===== src/rtl/core/lsr_pkg.sv =====
// Shared constants and the command record passed from front to back.
`timescale 1ns / 1ps

package lsr_pkg;

  // Widest supported coordinate and color; the command record is sized for these.
  localparam int COORD_MAX_BITS = 15;
  localparam int COLOR_MAX_BITS = 32;
  localparam int ERR_BITS       = COORD_MAX_BITS + 2;
  localparam int SPAN_LEN_BITS  = 16;

  // Request opcodes
  localparam logic CMD_LOAD = 1'b0;
  localparam logic CMD_NEXT = 1'b1;

  // Pending span kinds
  localparam logic [1:0] KIND_NONE  = 2'd0;
  localparam logic [1:0] KIND_POINT = 2'd1;
  localparam logic [1:0] KIND_HORIZ = 2'd2;
  localparam logic [1:0] KIND_VERT  = 2'd3;

  // Decoded request. kind/fixed/low/high describe a flat line; the rest a sloped one.
  typedef struct packed {
    logic                             op;
    logic [1:0]                       kind;
    logic signed [COORD_MAX_BITS-1:0] fixed;
    logic signed [COORD_MAX_BITS-1:0] low;
    logic signed [COORD_MAX_BITS-1:0] high;
    logic signed [COORD_MAX_BITS-1:0] x0;
    logic signed [COORD_MAX_BITS-1:0] y0;
    logic signed [COORD_MAX_BITS-1:0] x1;
    logic signed [COORD_MAX_BITS-1:0] y1;
    logic [COORD_MAX_BITS-1:0]        abs_dx;
    logic [COORD_MAX_BITS-1:0]        abs_dy;
    logic                             step_x_neg;
    logic                             step_y_neg;
    logic signed [ERR_BITS-1:0]       err0;
    logic [COLOR_MAX_BITS-1:0]        color;
  } lsr_cmd_t;

endpackage


===== src/rtl/core/lsr_if.sv =====
// Request and span channel interfaces.
`timescale 1ns / 1ps

interface lsr_req_if #(
  parameter int COORD_BITS = 15,
  parameter int COLOR_BITS = 16
) ();
  logic                         valid;
  logic                         ready;
  logic                         cmd;
  logic signed [COORD_BITS-1:0] start_x;
  logic signed [COORD_BITS-1:0] start_y;
  logic signed [COORD_BITS-1:0] end_x;
  logic signed [COORD_BITS-1:0] end_y;
  logic [COLOR_BITS-1:0]        line_color;

  modport source (output valid, cmd, start_x, start_y, end_x, end_y, line_color,
                  input ready);
  modport sink (input valid, cmd, start_x, start_y, end_x, end_y, line_color,
                output ready);
endinterface

interface lsr_span_if #(
  parameter int COORD_BITS = 15,
  parameter int COLOR_BITS = 16
) ();
  logic                         valid;
  logic                         ready;
  logic signed [COORD_BITS-1:0] span_x;
  logic signed [COORD_BITS-1:0] span_y;
  logic [15:0]                  span_width;
  logic [15:0]                  span_height;
  logic [COLOR_BITS-1:0]        span_color;
  logic                         last_span;

  modport source (output valid, span_x, span_y, span_width, span_height, span_color,
                  last_span, input ready);
  modport sink (input valid, span_x, span_y, span_width, span_height, span_color,
                last_span, output ready);
endinterface


===== src/rtl/core/line_span_rasterizer.sv =====
// Top level of the line span rasterizer: request intake, command queue, walker.
//
// Usage: the req channel takes items with cmd = load (two endpoints and a
// color, no result) or cmd = next (ask for the next span of the loaded line).
// The span channel returns one rectangle per span: x/y of the top-left,
// width and height (one of them 1), the color and a last_span flag.
// A next item with no line loaded, or after the last span, gives no result.
// An item passes through the command queue; a flat line gives its span
// from the walker's final state. A sloped line walks one pixel per cycle
// in the walker while its output register can take a span, so a next item
// gathers pixels through the single Bresenham step unit until a span
// closes; the closing span of a line comes from the final state.
// Stalls: the walker holds in place while its output register is full and
// not taken; the command queue (QUEUE_DEPTH items) keeps accepting until
// full, then req.ready drops.
// Reset (rst, synchronous): empties the queue, drops any loaded line and
// clears the output valid.
`timescale 1ns / 1ps

module line_span_rasterizer import lsr_pkg::*; #(
  parameter int COORD_BITS  = 15,
  parameter int COLOR_BITS  = 16,
  parameter int QUEUE_DEPTH = 2
) (
  input  logic       clk,
  input  logic       rst,
  lsr_req_if.sink    req,
  lsr_span_if.source span
);

  logic     q_full;
  logic     q_push;
  lsr_cmd_t q_push_cmd;
  logic     q_pop;
  logic     q_valid;
  lsr_cmd_t q_cmd;

  // front: handshake and request decode
  lsr_front #(
    .COORD_BITS (COORD_BITS),
    .COLOR_BITS (COLOR_BITS)
  ) u_front (
    .req  (req),
    .full (q_full),
    .push (q_push),
    .cmd  (q_push_cmd)
  );

  // decoupling queue so intake and walker stall independently
  lsr_queue #(
    .DEPTH (QUEUE_DEPTH)
  ) u_queue (
    .clk       (clk),
    .rst       (rst),
    .push      (q_push),
    .push_cmd  (q_push_cmd),
    .full      (q_full),
    .pop       (q_pop),
    .pop_valid (q_valid),
    .pop_cmd   (q_cmd)
  );

  // back: pixel walk, span merge, registered output
  lsr_back #(
    .COORD_BITS (COORD_BITS),
    .COLOR_BITS (COLOR_BITS)
  ) u_back (
    .clk     (clk),
    .rst     (rst),
    .q_valid (q_valid),
    .q_cmd   (q_cmd),
    .q_pop   (q_pop),
    .span    (span)
  );

endmodule


===== src/rtl/core/lsr_front.sv =====
// Request intake: accepts items and decodes them into command records.
`timescale 1ns / 1ps

module lsr_front import lsr_pkg::*; #(
  parameter int COORD_BITS = 15,
  parameter int COLOR_BITS = 16
) (
  lsr_req_if.sink   req,
  input  logic      full,
  output logic      push,
  output lsr_cmd_t  cmd
);

  localparam int CE = COORD_BITS + 1;

  logic signed [CE-1:0]         dx;
  logic signed [CE-1:0]         dy;
  logic                         x_neg;
  logic                         y_neg;
  logic [COORD_BITS-1:0]        adx;
  logic [COORD_BITS-1:0]        ady;
  logic                         flat_h;
  logic                         flat_v;
  logic signed [COORD_BITS-1:0] x_min;
  logic signed [COORD_BITS-1:0] x_max;
  logic signed [COORD_BITS-1:0] y_min;
  logic signed [COORD_BITS-1:0] y_max;

  assign req.ready = !full;
  assign push      = req.valid && !full;

  always_comb begin
    dx     = CE'(req.end_x) - CE'(req.start_x);
    dy     = CE'(req.end_y) - CE'(req.start_y);
    x_neg  = dx[CE-1];
    y_neg  = dy[CE-1];
    adx    = x_neg ? COORD_BITS'(-dx) : COORD_BITS'(dx);
    ady    = y_neg ? COORD_BITS'(-dy) : COORD_BITS'(dy);
    flat_h = (req.start_y == req.end_y);
    flat_v = (req.start_x == req.end_x);
    x_min  = x_neg ? req.end_x : req.start_x;
    x_max  = x_neg ? req.start_x : req.end_x;
    y_min  = y_neg ? req.end_y : req.start_y;
    y_max  = y_neg ? req.start_y : req.end_y;

    cmd.op         = req.cmd;
    cmd.kind       = flat_h ? KIND_HORIZ : (flat_v ? KIND_VERT : KIND_NONE);
    cmd.fixed      = flat_h ? COORD_MAX_BITS'(req.start_y) : COORD_MAX_BITS'(req.start_x);
    cmd.low        = flat_h ? COORD_MAX_BITS'(x_min) : COORD_MAX_BITS'(y_min);
    cmd.high       = flat_h ? COORD_MAX_BITS'(x_max) : COORD_MAX_BITS'(y_max);
    cmd.x0         = COORD_MAX_BITS'(req.start_x);
    cmd.y0         = COORD_MAX_BITS'(req.start_y);
    cmd.x1         = COORD_MAX_BITS'(req.end_x);
    cmd.y1         = COORD_MAX_BITS'(req.end_y);
    cmd.abs_dx     = COORD_MAX_BITS'(adx);
    cmd.abs_dy     = COORD_MAX_BITS'(ady);
    cmd.step_x_neg = x_neg;
    cmd.step_y_neg = y_neg;
    cmd.err0       = ERR_BITS'(signed'({2'b00, adx}) - signed'({2'b00, ady}));
    cmd.color      = COLOR_MAX_BITS'(req.line_color);
  end

endmodule


===== src/rtl/core/lsr_queue.sv =====
// Small FIFO of decoded commands between front and back.
`timescale 1ns / 1ps

module lsr_queue import lsr_pkg::*; #(
  parameter int DEPTH = 2
) (
  input  logic     clk,
  input  logic     rst,
  input  logic     push,
  input  lsr_cmd_t push_cmd,
  output logic     full,
  input  logic     pop,
  output logic     pop_valid,
  output lsr_cmd_t pop_cmd
);

  localparam int PTR_BITS = (DEPTH > 1) ? $clog2(DEPTH) : 1;
  localparam int CNT_BITS = $clog2(DEPTH + 1);

  lsr_cmd_t              entries [DEPTH];
  logic [PTR_BITS-1:0]   wr_ptr;
  logic [PTR_BITS-1:0]   rd_ptr;
  logic [CNT_BITS-1:0]   count;

  assign full      = (count == CNT_BITS'(DEPTH));
  assign pop_valid = (count != '0);
  assign pop_cmd   = entries[rd_ptr];

  always_ff @(posedge clk) begin
    if (rst) begin
      wr_ptr <= '0;
      rd_ptr <= '0;
      count  <= '0;
    end else begin
      if (push) begin
        wr_ptr <= (wr_ptr == PTR_BITS'(DEPTH - 1)) ? '0 : wr_ptr + PTR_BITS'(1);
      end
      if (pop) begin
        rd_ptr <= (rd_ptr == PTR_BITS'(DEPTH - 1)) ? '0 : rd_ptr + PTR_BITS'(1);
      end
      case ({push, pop})
        2'b10:   count <= count + CNT_BITS'(1);
        2'b01:   count <= count - CNT_BITS'(1);
        default: count <= count;
      endcase
    end
  end

  always_ff @(posedge clk) begin
    if (push) begin
      entries[wr_ptr] <= push_cmd;
    end
  end

  a_count_bound: assert property (@(posedge clk) disable iff (rst)
    count <= CNT_BITS'(DEPTH))
    else $error("command queue count above depth");

endmodule


===== src/rtl/core/lsr_back.sv =====
// Line walker: Bresenham stepping, span coalescing and the output register.
`timescale 1ns / 1ps

module lsr_back import lsr_pkg::*; #(
  parameter int COORD_BITS = 15,
  parameter int COLOR_BITS = 16
) (
  input  logic       clk,
  input  logic       rst,
  input  logic       q_valid,
  input  lsr_cmd_t   q_cmd,
  output logic       q_pop,
  lsr_span_if.source span
);

  localparam int CE = COORD_BITS + 1;
  localparam int EB = COORD_BITS + 2;

  localparam logic [1:0] ST_IDLE  = 2'd0;
  localparam logic [1:0] ST_WALK  = 2'd1;
  localparam logic [1:0] ST_FINAL = 2'd2;

  logic [1:0] state;
  logic       active;
  logic       walk_done;
  logic [1:0] kind;

  logic signed [COORD_BITS-1:0] cur_x;
  logic signed [COORD_BITS-1:0] cur_y;
  logic signed [COORD_BITS-1:0] target_x;
  logic signed [COORD_BITS-1:0] target_y;
  logic [COORD_BITS-1:0]        abs_dx;
  logic [COORD_BITS-1:0]        abs_dy;
  logic                         step_x_neg;
  logic                         step_y_neg;
  logic signed [EB-1:0]         error_term;
  logic signed [COORD_BITS-1:0] span_fixed;
  logic signed [COORD_BITS-1:0] span_low;
  logic signed [COORD_BITS-1:0] span_high;
  logic [COLOR_BITS-1:0]        held_color;

  logic                         out_valid;
  logic signed [COORD_BITS-1:0] out_x;
  logic signed [COORD_BITS-1:0] out_y;
  logic [SPAN_LEN_BITS-1:0]     out_w;
  logic [SPAN_LEN_BITS-1:0]     out_h;
  logic [COLOR_BITS-1:0]        out_color;
  logic                         out_last;

  logic slot_free;
  logic do_load;
  logic do_next;
  logic do_step;
  logic do_final;
  logic do_emit;
  logic at_end;

  // merge of the current pixel
  logic signed [CE-1:0]         px_e;
  logic signed [CE-1:0]         py_e;
  logic signed [CE-1:0]         fx_e;
  logic signed [CE-1:0]         lo_e;
  logic signed [CE-1:0]         hi_e;
  logic                         merged;
  logic                         closed;
  logic [1:0]                   m_kind;
  logic signed [COORD_BITS-1:0] m_fixed;
  logic signed [COORD_BITS-1:0] m_low;
  logic signed [COORD_BITS-1:0] m_high;

  // error-term step
  logic signed [EB:0]           e2;
  logic signed [EB:0]           dx_w;
  logic signed [EB:0]           dy_w;
  logic signed [EB-1:0]         dx_e;
  logic signed [EB-1:0]         dy_e;
  logic                         move_x;
  logic                         move_y;

  // stored span as a rectangle
  logic [CE-1:0]                span_len;
  logic signed [COORD_BITS-1:0] em_x;
  logic signed [COORD_BITS-1:0] em_y;
  logic [SPAN_LEN_BITS-1:0]     em_w;
  logic [SPAN_LEN_BITS-1:0]     em_h;

  assign slot_free = !out_valid || span.ready;
  assign q_pop     = (state == ST_IDLE) && q_valid;
  assign do_load   = q_pop && (q_cmd.op == CMD_LOAD);
  assign do_next   = q_pop && (q_cmd.op == CMD_NEXT) && active;
  assign do_step   = (state == ST_WALK) && slot_free;
  assign do_final  = (state == ST_FINAL) && slot_free;
  assign do_emit   = (do_step && closed) || do_final;
  assign at_end    = (cur_x == target_x) && (cur_y == target_y);

  always_comb begin
    px_e    = CE'(cur_x);
    py_e    = CE'(cur_y);
    fx_e    = CE'(span_fixed);
    lo_e    = CE'(span_low);
    hi_e    = CE'(span_high);
    merged  = 1'b0;
    m_kind  = kind;
    m_fixed = span_fixed;
    m_low   = span_low;
    m_high  = span_high;
    unique case (kind)
      KIND_HORIZ: begin
        if (cur_y == span_fixed) begin
          if (px_e == hi_e + CE'(1)) begin
            m_high = cur_x;
            merged = 1'b1;
          end else if (px_e == lo_e - CE'(1)) begin
            m_low  = cur_x;
            merged = 1'b1;
          end
        end
      end
      KIND_VERT: begin
        if (cur_x == span_fixed) begin
          if (py_e == hi_e + CE'(1)) begin
            m_high = cur_y;
            merged = 1'b1;
          end else if (py_e == lo_e - CE'(1)) begin
            m_low  = cur_y;
            merged = 1'b1;
          end
        end
      end
      KIND_POINT: begin
        // a point keeps its row in span_fixed and its column in span_low
        if ((cur_y == span_fixed) &&
            ((px_e == lo_e + CE'(1)) || (px_e == lo_e - CE'(1)))) begin
          m_kind = KIND_HORIZ;
          m_low  = (cur_x < span_low) ? cur_x : span_low;
          m_high = (cur_x > span_low) ? cur_x : span_low;
          merged = 1'b1;
        end else if ((cur_x == span_low) &&
                     ((py_e == fx_e + CE'(1)) || (py_e == fx_e - CE'(1)))) begin
          m_kind  = KIND_VERT;
          m_fixed = cur_x;
          m_low   = (cur_y < span_fixed) ? cur_y : span_fixed;
          m_high  = (cur_y > span_fixed) ? cur_y : span_fixed;
          merged  = 1'b1;
        end
      end
      default: ;
    endcase
    closed = !merged && (kind != KIND_NONE);
    if (!merged) begin
      m_kind  = KIND_POINT;
      m_fixed = cur_y;
      m_low   = cur_x;
      m_high  = cur_x;
    end
  end

  always_comb begin
    e2     = {error_term, 1'b0};
    dx_w   = signed'({3'b000, abs_dx});
    dy_w   = signed'({3'b000, abs_dy});
    dx_e   = signed'({2'b00, abs_dx});
    dy_e   = signed'({2'b00, abs_dy});
    move_x = (e2 > -dy_w);
    move_y = (e2 < dx_w);
  end

  always_comb begin
    span_len = CE'(span_high) - CE'(span_low) + CE'(1);
    if (kind == KIND_VERT) begin
      em_x = span_fixed;
      em_y = span_low;
      em_w = SPAN_LEN_BITS'(1);
      em_h = SPAN_LEN_BITS'(span_len);
    end else begin
      em_x = span_low;
      em_y = span_fixed;
      em_w = SPAN_LEN_BITS'(span_len);
      em_h = SPAN_LEN_BITS'(1);
    end
  end

  always_ff @(posedge clk) begin
    if (rst) begin
      state     <= ST_IDLE;
      active    <= 1'b0;
      walk_done <= 1'b0;
      kind      <= KIND_NONE;
      out_valid <= 1'b0;
    end else begin
      if (do_emit) begin
        out_valid <= 1'b1;
      end else if (span.ready) begin
        out_valid <= 1'b0;
      end
      unique case (state)
        ST_IDLE: begin
          if (do_load) begin
            active    <= 1'b1;
            walk_done <= (q_cmd.kind != KIND_NONE);
            kind      <= q_cmd.kind;
          end else if (do_next) begin
            state <= walk_done ? ST_FINAL : ST_WALK;
          end
        end
        ST_WALK: begin
          if (do_step) begin
            kind <= m_kind;
            if (at_end) begin
              walk_done <= 1'b1;
            end
            if (closed) begin
              state <= ST_IDLE;
            end else if (at_end) begin
              state <= ST_FINAL;
            end
          end
        end
        ST_FINAL: begin
          if (do_final) begin
            active    <= 1'b0;
            walk_done <= 1'b0;
            kind      <= KIND_NONE;
            state     <= ST_IDLE;
          end
        end
        default: state <= ST_IDLE;
      endcase
    end
  end

  always_ff @(posedge clk) begin
    if (do_load) begin
      held_color <= q_cmd.color[COLOR_BITS-1:0];
      if (q_cmd.kind != KIND_NONE) begin
        span_fixed <= q_cmd.fixed[COORD_BITS-1:0];
        span_low   <= q_cmd.low[COORD_BITS-1:0];
        span_high  <= q_cmd.high[COORD_BITS-1:0];
      end else begin
        cur_x      <= q_cmd.x0[COORD_BITS-1:0];
        cur_y      <= q_cmd.y0[COORD_BITS-1:0];
        target_x   <= q_cmd.x1[COORD_BITS-1:0];
        target_y   <= q_cmd.y1[COORD_BITS-1:0];
        abs_dx     <= q_cmd.abs_dx[COORD_BITS-1:0];
        abs_dy     <= q_cmd.abs_dy[COORD_BITS-1:0];
        step_x_neg <= q_cmd.step_x_neg;
        step_y_neg <= q_cmd.step_y_neg;
        error_term <= q_cmd.err0[EB-1:0];
      end
    end
    if (do_step) begin
      span_fixed <= m_fixed;
      span_low   <= m_low;
      span_high  <= m_high;
      if (!at_end) begin
        error_term <= error_term - (move_x ? dy_e : {EB{1'b0}})
                                 + (move_y ? dx_e : {EB{1'b0}});
        if (move_x) begin
          cur_x <= cur_x + (step_x_neg ? {COORD_BITS{1'b1}} : COORD_BITS'(1));
        end
        if (move_y) begin
          cur_y <= cur_y + (step_y_neg ? {COORD_BITS{1'b1}} : COORD_BITS'(1));
        end
      end
    end
    if (do_emit) begin
      out_x     <= em_x;
      out_y     <= em_y;
      out_w     <= em_w;
      out_h     <= em_h;
      out_color <= held_color;
      out_last  <= do_final;
    end
  end

  assign span.valid       = out_valid;
  assign span.span_x      = out_x;
  assign span.span_y      = out_y;
  assign span.span_width  = out_w;
  assign span.span_height = out_h;
  assign span.span_color  = out_color;
  assign span.last_span   = out_last;

  a_walk_state: assert property (@(posedge clk) disable iff (rst)
    (state == ST_WALK) |-> (active && !walk_done))
    else $error("walking without an open line");

  a_final_state: assert property (@(posedge clk) disable iff (rst)
    (state == ST_FINAL) |-> (active && walk_done))
    else $error("final span without a finished walk");

  a_point_span: assert property (@(posedge clk) disable iff (rst)
    (kind == KIND_POINT) |-> (span_low == span_high))
    else $error("point span with unequal ends");

  a_run_order: assert property (@(posedge clk) disable iff (rst)
    ((kind == KIND_HORIZ) || (kind == KIND_VERT)) |-> (span_low <= span_high))
    else $error("run span ends out of order");

  a_emit_kind: assert property (@(posedge clk) disable iff (rst)
    do_emit |-> (kind != KIND_NONE))
    else $error("span emitted with nothing pending");

endmodule

===== src/flat_wrapper.sv =====
// flat-port wrapper written by rule: the top's interface ports become plain ports
module line_span_rasterizer_flat import lsr_pkg::*;
#(
  parameter int COORD_BITS  = 15,
  parameter int COLOR_BITS  = 16,
  parameter int QUEUE_DEPTH = 2
)
  (clk, rst, req_valid, req_cmd, req_start_x, req_start_y, req_end_x, req_end_y, req_line_color, req_ready, span_valid, span_span_x, span_span_y, span_span_width, span_span_height, span_span_color, span_last_span, span_ready);
  lsr_req_if #(.COORD_BITS(COORD_BITS), .COLOR_BITS(COLOR_BITS)) req_i ();
  lsr_span_if #(.COORD_BITS(COORD_BITS), .COLOR_BITS(COLOR_BITS)) span_i ();
  input  logic clk;
  input  logic rst;
  input wire logic [$bits(req_i.valid)-1:0] req_valid;
  input wire logic [$bits(req_i.cmd)-1:0] req_cmd;
  input wire logic [$bits(req_i.start_x)-1:0] req_start_x;
  input wire logic [$bits(req_i.start_y)-1:0] req_start_y;
  input wire logic [$bits(req_i.end_x)-1:0] req_end_x;
  input wire logic [$bits(req_i.end_y)-1:0] req_end_y;
  input wire logic [$bits(req_i.line_color)-1:0] req_line_color;
  output wire logic [$bits(req_i.ready)-1:0] req_ready;
  output wire logic [$bits(span_i.valid)-1:0] span_valid;
  output wire logic [$bits(span_i.span_x)-1:0] span_span_x;
  output wire logic [$bits(span_i.span_y)-1:0] span_span_y;
  output wire logic [$bits(span_i.span_width)-1:0] span_span_width;
  output wire logic [$bits(span_i.span_height)-1:0] span_span_height;
  output wire logic [$bits(span_i.span_color)-1:0] span_span_color;
  output wire logic [$bits(span_i.last_span)-1:0] span_last_span;
  input wire logic [$bits(span_i.ready)-1:0] span_ready;
  assign req_i.valid = req_valid;
  assign req_i.cmd = req_cmd;
  assign req_i.start_x = req_start_x;
  assign req_i.start_y = req_start_y;
  assign req_i.end_x = req_end_x;
  assign req_i.end_y = req_end_y;
  assign req_i.line_color = req_line_color;
  assign req_ready = req_i.ready;
  assign span_valid = span_i.valid;
  assign span_span_x = span_i.span_x;
  assign span_span_y = span_i.span_y;
  assign span_span_width = span_i.span_width;
  assign span_span_height = span_i.span_height;
  assign span_span_color = span_i.span_color;
  assign span_last_span = span_i.last_span;
  assign span_i.ready = span_ready;
  line_span_rasterizer #(.COORD_BITS(COORD_BITS), .COLOR_BITS(COLOR_BITS), .QUEUE_DEPTH(QUEUE_DEPTH)) u_core (.clk(clk), .rst(rst), .req(req_i), .span(span_i));
endmodule

===== config.mk =====
export PLATFORM = sky130hd
export DESIGN_NAME = line_span_rasterizer_flat
export DESIGN_NICKNAME = d
export VERILOG_FILES = /design/src/rtl/core/lsr_pkg.sv /design/src/rtl/core/lsr_if.sv /design/src/rtl/core/line_span_rasterizer.sv /design/src/rtl/core/lsr_front.sv /design/src/rtl/core/lsr_queue.sv /design/src/rtl/core/lsr_back.sv /design/src/flat_wrapper.sv
export SDC_FILE = /design/constraint.sdc
export NUM_CORES = 1
export LEC_CHECK = 0
export ABC_AREA = 1
export ABC_CLOCK_PERIOD_IN_PS = 11600
export BUFFER_PORTS_ARGS = -buffer_cell sky130_fd_sc_hd__buf_4
export CAP_MARGIN = 20
export CORE_MARGIN = 5
export CORE_UTILIZATION = 30
export CTS_BUF_LIST = sky130_fd_sc_hd__clkbuf_8
export DETAILED_ROUTE_END_ITERATION = 8
export GPL_TIMING_DRIVEN = 0
export PLACE_DENSITY_LB_ADDON = 0.15
export SETUP_SLACK_MARGIN = 0.4
export SLEW_MARGIN = 20
export SYNTH_ARGS = -nofsm -noshare
export SYNTH_HDL_FRONTEND = slang
export SYNTH_SLANG_ARGS = --single-unit

===== constraint.sdc =====
create_clock -name clk -period 11.6 [get_ports clk]
set_input_delay 0.58 -clock clk [delete_from_list [all_inputs] [get_ports clk]]
set_output_delay 0.58 -clock clk [all_outputs]
set_load 0.05 [all_outputs]

==> reports/metrics.cfg, run 1 <==
[status]
outcome=finished, final reports clean

[route]
wl_per_cell_um=22.7
wl_mm=146
drtIter0Drc=3179
drc=0
vias=31780
ant_nets=0
viasPerCell=4.95
first_pass_iters=6

[sta]
rsz0062_at_grt=no
worst_pin_slew_ps=1170
period_share=0.617
period_minus_slack_ps=7160
setup_violations=0
slew_viol_final=0
hold_viol=0
slew_headroom=0.219
fmax_ghz=0.140
fin_skew_ps=82.4
fin_setup_tns_ps=0

[logic_synthesis]
syn_nets=4637
synth_common_cells=nand2_1, edfxtp_1, inv_1
synth_area_leaders=edfxtp_1, nand2_1, ha_1
synth-seq-area-share=0.479
synth_cells=4344
yosys_warnings=0
synth-edff-count=546
synth_top_cell_by_area=edfxtp_1
async_flop_share=0
yosysUniqueCellTypes=52
avgSynthCellArea_um2=8.44
synthesis.area_mm2=0.0367
yosysTopAreaCellShare=0.447
synth-seq-cells=605
post-synth-top-count-cell=nand2_1
synth_ff_type=edfxtp_1

[finish]
fillCellCount=12594
layout-drive-gt1-share=0.0956
regArea_mm2=0.0176
multi_input_area_mm2=0.0167
nets=4989
syn_to_final_growth_pct=17.9
finish.utilization=0.356

[pwr]
p_per_area_mw_per_mm2=308
leakage_nw=18.6
ir_drop_uv=182

[place]
place.port_buffers=161
routabilityCongestion=0.974
hpwl_mm=112

[floorplan]
fp.dieH_um=360
io_pins=162
core_mm2=0.122
core.rowCount=128
fp.dieW_um=360
die_area_mm2=0.129
start_util=0.302

[critical_path]
cp.arrival_ps=7830
cp.required_ps=12260
start_kind=flip-flop
critical_path.max_stage_delay_ps=520
crit_type=reg -> reg
critPathMaxFanout=10
crit_slowest_cell=fa_1
path_common_cell=nor2_1
worst_setup_path_end_kind=flip-flop

[clocking]
cts.clk_slew.worst_paths_ps=60
cts_buffers=109
h-tree-depth=3
clock_path_buffers=3
cts_resized=0
cts.sinks=605
clk_latency_ps=810
cts_tree=built
post_cts_buffers=0
cts-root-buf=clkbuf_8

[run]
cap_violations=0

[grt]
grt_max_degree=30
grt_pass1_wl_mm=208
grt_usage=0.218
antenna_found_initial=7
gr-total-overflow=0
grt_pass1_vias=29414

[worst_hold_path]
hp-class=in -> reg

==> state kept, by name (all words and copies together) (netlist names), 16 cells and up, named ones only <==
signal                          cells
u_core.u_back.span.span_height     16
u_core.u_back.span.span_width      16
u_core.u_queue.entries            344
u_core.u_back.held_color           16
u_core.u_back.error_term           17
u_core.u_back.span.span_color      16
==> layer usage <==
layer / GRT usage / vias up / part of all wire
met5: 0 / - / 0
met4: 0.0762 / 0 / 0.038
met3: 0.0361 / 252 / 0.070
met2: 0.335 / 1231 / 0.44
met1: 0.311 / 14997 / 0.46
li1: - / 15300 / -
==> worst paths after layout <==
path         slack [ps]                                  start                                    endpoint  cells after the start
max                4440      u_core.u_back.abs_dy[0]$_DFFE_PP_        u_core.u_back.error_term[15]$_DFF_P_                     31
min                  80                           req_end_y[0]     u_core.u_queue.entries[0][65]$_DFFE_PP_                      1
max reg2reg        4440      u_core.u_back.abs_dy[0]$_DFFE_PP_        u_core.u_back.error_term[15]$_DFF_P_                     31
min reg2reg         420  u_core.u_back.held_color[7]$_DFFE_PP_  u_core.u_back.span.span_color[7]$_DFFE_PP_                      0
==> through the flow <==
stage                     instance area, um2  total power [mW]  setup WS (ps)  instances  hold slack, ps
after detailed placement               40500              11.2           4480       6153             405
after floorplan                        36700              8.48           2740       4344             400
after CTS                              43200              13.2           4390       6416            1.49
after global routing                   43200              14.2           3630       6417            29.3
final                                  43200              13.3           4440       6417            77.6
after global placement                 39900              11.2          -2270       6130             401
==> worst max-delay path, delay by kind of cell, from the launching register on <==
family,cells,cell delay (ps)
adders and majority gates,4,1370
DFF,1,490
AOI/OAI and AO/OA,8,1750
xor gates and xnor gates,1,170
buffers and inverters,4,670
and+or+nand+nor,14,2540
==> report_power, final <==
part / internal (mW) / leakage [nW] / switching, mW / total (mW)
combinational: 2.27 / 11.8 / 5.44 / 7.71
clock: 1.04 / 1.23 / 0.965 / 2.00
sequential: 3.24 / 5.57 / 0.343 / 3.58
==> logic make-up after synthesis <==
family                   Yosys count  share of synthesized area
adder cells (fa/ha/maj)          212                     0.0767
multiplexers                       3                   0.000819
AO/OA/AOI/OAI                    646                     0.0953
XOR/XNOR                         196                     0.0470
flip-flops                       605                      0.479
buffers and inverters            605                     0.0648
AND/OR/NAND/NOR                 2077                      0.236
==> what timing repair did <==
item | in CTS | in global routing
endpoints found under the hold margin | 114 | 0
setup endpoints to repair | 0 | 0
hold buffers | 57 | 0
==> cell type report <==
class	count	share of cell area
plain buffers	183	0.0186
multi-input cells	3134	0.387
repair buffers	241	0.0533
well taps	1625	0.0470
flip-flops and latches	605	0.407
clock inverters	92	0.0139
clock buffers	114	0.0363
inverters	422	0.0367
diodes	1	0.0000579
==> cell usage in the layout, fill, tap and decap left out, types with 18 or more instances in the layout <==
cell           Yosys  routed
nor3_1            38      38
inv_1            403     440
nor2_1           392     389
nand3_1          277     277
o21ai_0          326     325
fa_1              21      21
dlygate4sd3_1      0      57
nand4_1           51      51
ha_1             191     191
buf_4              7     168
clkbuf_8           0     114
clkbuf_1         119     111
a21oi_1          189     189
xor2_1           136     136
edfxtp_1         546     546
xnor2_1           59      59
clkinv_1           6      31
buf_2             40      41
dfxtp_1           59      59
nand2_1         1230    1230
nand3b_1          18      18
o211ai_1          29      29
o22ai_1           32      32
(Power assumes the default switching activity.)
==> run 2, diff against run 1 <==
ABC_CLOCK_PERIOD_IN_PS = 6200   (was 11600)
clock period = 6.2 ns   (was 11.6 ns; I/O delays follow)
==> run 2 against run 1 <==
Against the previous run: critical path depth up 11; sequential power increased by 87%; cell count is 1.0% higher; critical path type unchanged; critical endpoint is now u_core.u_back.error_term[14]$_DFF_P_; largest cell class unchanged.
==> reports/metrics.cfg, run 2 (synthesis results as in run 1) <==
[finish]
mostFrequentLayoutCells=nand2_1, edfxtp_1, inv_1  ; unchanged
layout_commonest_cell=nand2_1  ; unchanged
nets=5063  ; was 4989
finish.utilization=0.364  ; was 0.356
largest_register_ffs=344  ; unchanged
top_regs=u_core.u_queue.entries (344), u_core.u_back.error_term (17)  ; unchanged
fin_cells=6484  ; was 6417
fin_area_mm2=0.0442  ; was 0.0432 mm2
syn_to_final_growth_pct=20.6  ; was 17.9%
regMostFlops=u_core.u_queue.entries  ; unchanged
layout-drive-gt1-share=0.118  ; was 0.0956

[floorplan]
start_util=0.302  ; unchanged
fp.dieW_um=360  ; unchanged
die_area_mm2=0.129  ; unchanged
fp.dieH_um=360  ; unchanged
io_pins=162  ; unchanged
core_mm2=0.122  ; unchanged
core.rowCount=128  ; unchanged

[route]
first_pass_iters=8  ; was 6
drc=0  ; unchanged
viasPerCell=4.97  ; was 4.95
vias=32220  ; was 31780
drtIter0Drc=3256  ; was 3179
ant_nets=0  ; unchanged
wl_mm=147  ; was 146 mm
wl_per_cell_um=22.7  ; about the same

[grt]
gr-total-overflow=0  ; unchanged
grt_max_degree=31  ; was 30
grt_pass1_wl_mm=211  ; was 208 mm
grt_usage=0.219  ; was 0.218
grt_pass1_vias=30231  ; was 29414
antenna_found_initial=5  ; was 7

[critical_path]
worst_setup_path_end_kind=flip-flop  ; unchanged
crit_type=reg -> reg  ; unchanged
critical_path.max_stage_delay_ps=450  ; was 520 ps
start_kind=flip-flop  ; unchanged
path_common_cell=buf_4  ; was nor2_1
critPathBufInv=29  ; was 4
crit_slowest_cell=edfxtp_1  ; was fa_1
critPathTopFamily=buffers and inverters  ; was simple AND/OR/NAND/NOR gates
critPathMaxFanout=3  ; was 10
cp.arrival_ps=6520  ; was 7830 ps
cp.required_ps=6930  ; was 12260 ps

[sta]
slew_viol_final=0  ; unchanged
fin_setup_tns_ps=0  ; unchanged
fmax_ghz=0.173  ; was 0.140 GHz
rsz0062_at_grt=yes  ; was no
setup_violations=0  ; unchanged
worst_pin_slew_ps=1250  ; was 1170 ps
hold_viol=0  ; unchanged
slew_headroom=0.167  ; was 0.219
fin_skew_ps=73.8  ; was 82.4 ps
setup_ws_ps=417  ; was 4440 ps
period_minus_slack_ps=5780  ; was 7160 ps
period_share=0.933  ; was 0.617

[clocking]
clk_latency_ps=830  ; was 810 ps
cts.sinks=605  ; unchanged
h-tree-depth=3  ; unchanged
cts-root-buf=clkbuf_8  ; unchanged
cts_tree=built  ; unchanged
cts_buffers=106  ; was 109
cts.clk_slew.worst_paths_ps=60  ; about the same
clock_path_buffers=3  ; unchanged

[worst_hold_path]
hp-class=in -> reg  ; unchanged

[place]
hpwl_mm=112  ; about the same
dp_slack_ps=-985  ; was 4480 ps
dpl-instance-area_mm2=0.0405  ; about the same
place.port_buffers=161  ; unchanged
dp_cells=6155  ; was 6153
routabilityCongestion=0.963  ; was 0.974

[pwr]
ir_drop_uv=285  ; was 182 uV
leakage_nw=19.0  ; was 18.6 nW
p_per_area_mw_per_mm2=580  ; was 308 mW/mm2

[status]
outcome=finished, final reports clean  ; unchanged

[run]
cap_violations=0  ; unchanged

## run 2: cell types whose count changed in the layout (fill, tap and decap cells not counted), sizes merged, moves of 3 or more
cell and change:
buf +53, inv -3, dlygate4sd3 +24, clkbuf -6
clkinvlp -4
## run 2: what timing repair did
action / 4_1_cts / 5_1_grt
pin swaps: 17 / 47
endpoints found under the setup margin: 12 / 25
cloned: 0 / 0
gates resized for setup: 38 / 67
setup buffers: 36 / 15
endpoints found under the hold margin: 183 / 0
hold buffers: 81 / 0
## run 2: area by class of cell
type / instances / area, um2
fillers: 12543 / 77300
flip-flops and latches: 605 / 17600
multi-input cells: 3134 / 17100
repair buffers: 318 / 3010
well taps: 1625 / 2030
inverters: 422 / 1590
clock buffers: 108 / 1490
plain buffers: 183 / 817
clock inverters: 86 / 622
diodes: 3 / 7.51
## run 2: routing by layer
layer / GRT usage / vias to the layer above / share of wire
li1: - / 15417 / -
met4: 0.0782 / 0 / 0.037
met2: 0.338 / 1260 / 0.44
met5: 0 / - / 0
met3: 0.0352 / 265 / 0.069
met1: 0.313 / 15278 / 0.46
## run 2: worst reg2reg max path: cells and delay by family, from the launching register on
family          cells  cell delay, ps
fa+ha+maj           3             740
flops               1             450
buf+inv            29            3160
xor+xnor            1             150
simple gates        3             250
compound gates      6             930
## run 2: per-stage QoR
| step | hold slack (ps) | power, mW |
|---|---|---|
| floorplan | 379 | 15.8 |
| global placement | 401 | 20.8 |
| detailed placement | 405 | 20.9 |
| CTS | 151 | 25.1 |
| global route | 176 | 27.4 |
| finish | 241 | 25.7 |
## run 2: final timing paths
| kind | startpoint | to | slack, ps | cells past startpoint |
|---|---|---|---|---|
| worst max register to register | u_core.u_back.abs_dy[0]$_DFFE_PP_ | u_core.u_back.error_term[14]$_DFF_P_ | 420 | 42 |
| worst max-delay path | u_core.u_back.abs_dy[0]$_DFFE_PP_ | u_core.u_back.error_term[14]$_DFF_P_ | 420 | 42 |
| worst min register to register | u_core.u_back.held_color[5]$_DFFE_PP_ | u_core.u_back.span.span_color[5]$_DFFE_PP_ | 420 | 0 |
| worst min-delay path | req_line_color[1] | u_core.u_queue.entries[0][1]$_DFFE_PP_ | 240 | 2 |
## run 2: report_power, final
group	internal, mW	switching [mW]
logic	4.78	10.5
clock network	1.94	1.79
registers	6.05	0.635
total	12.8	12.9
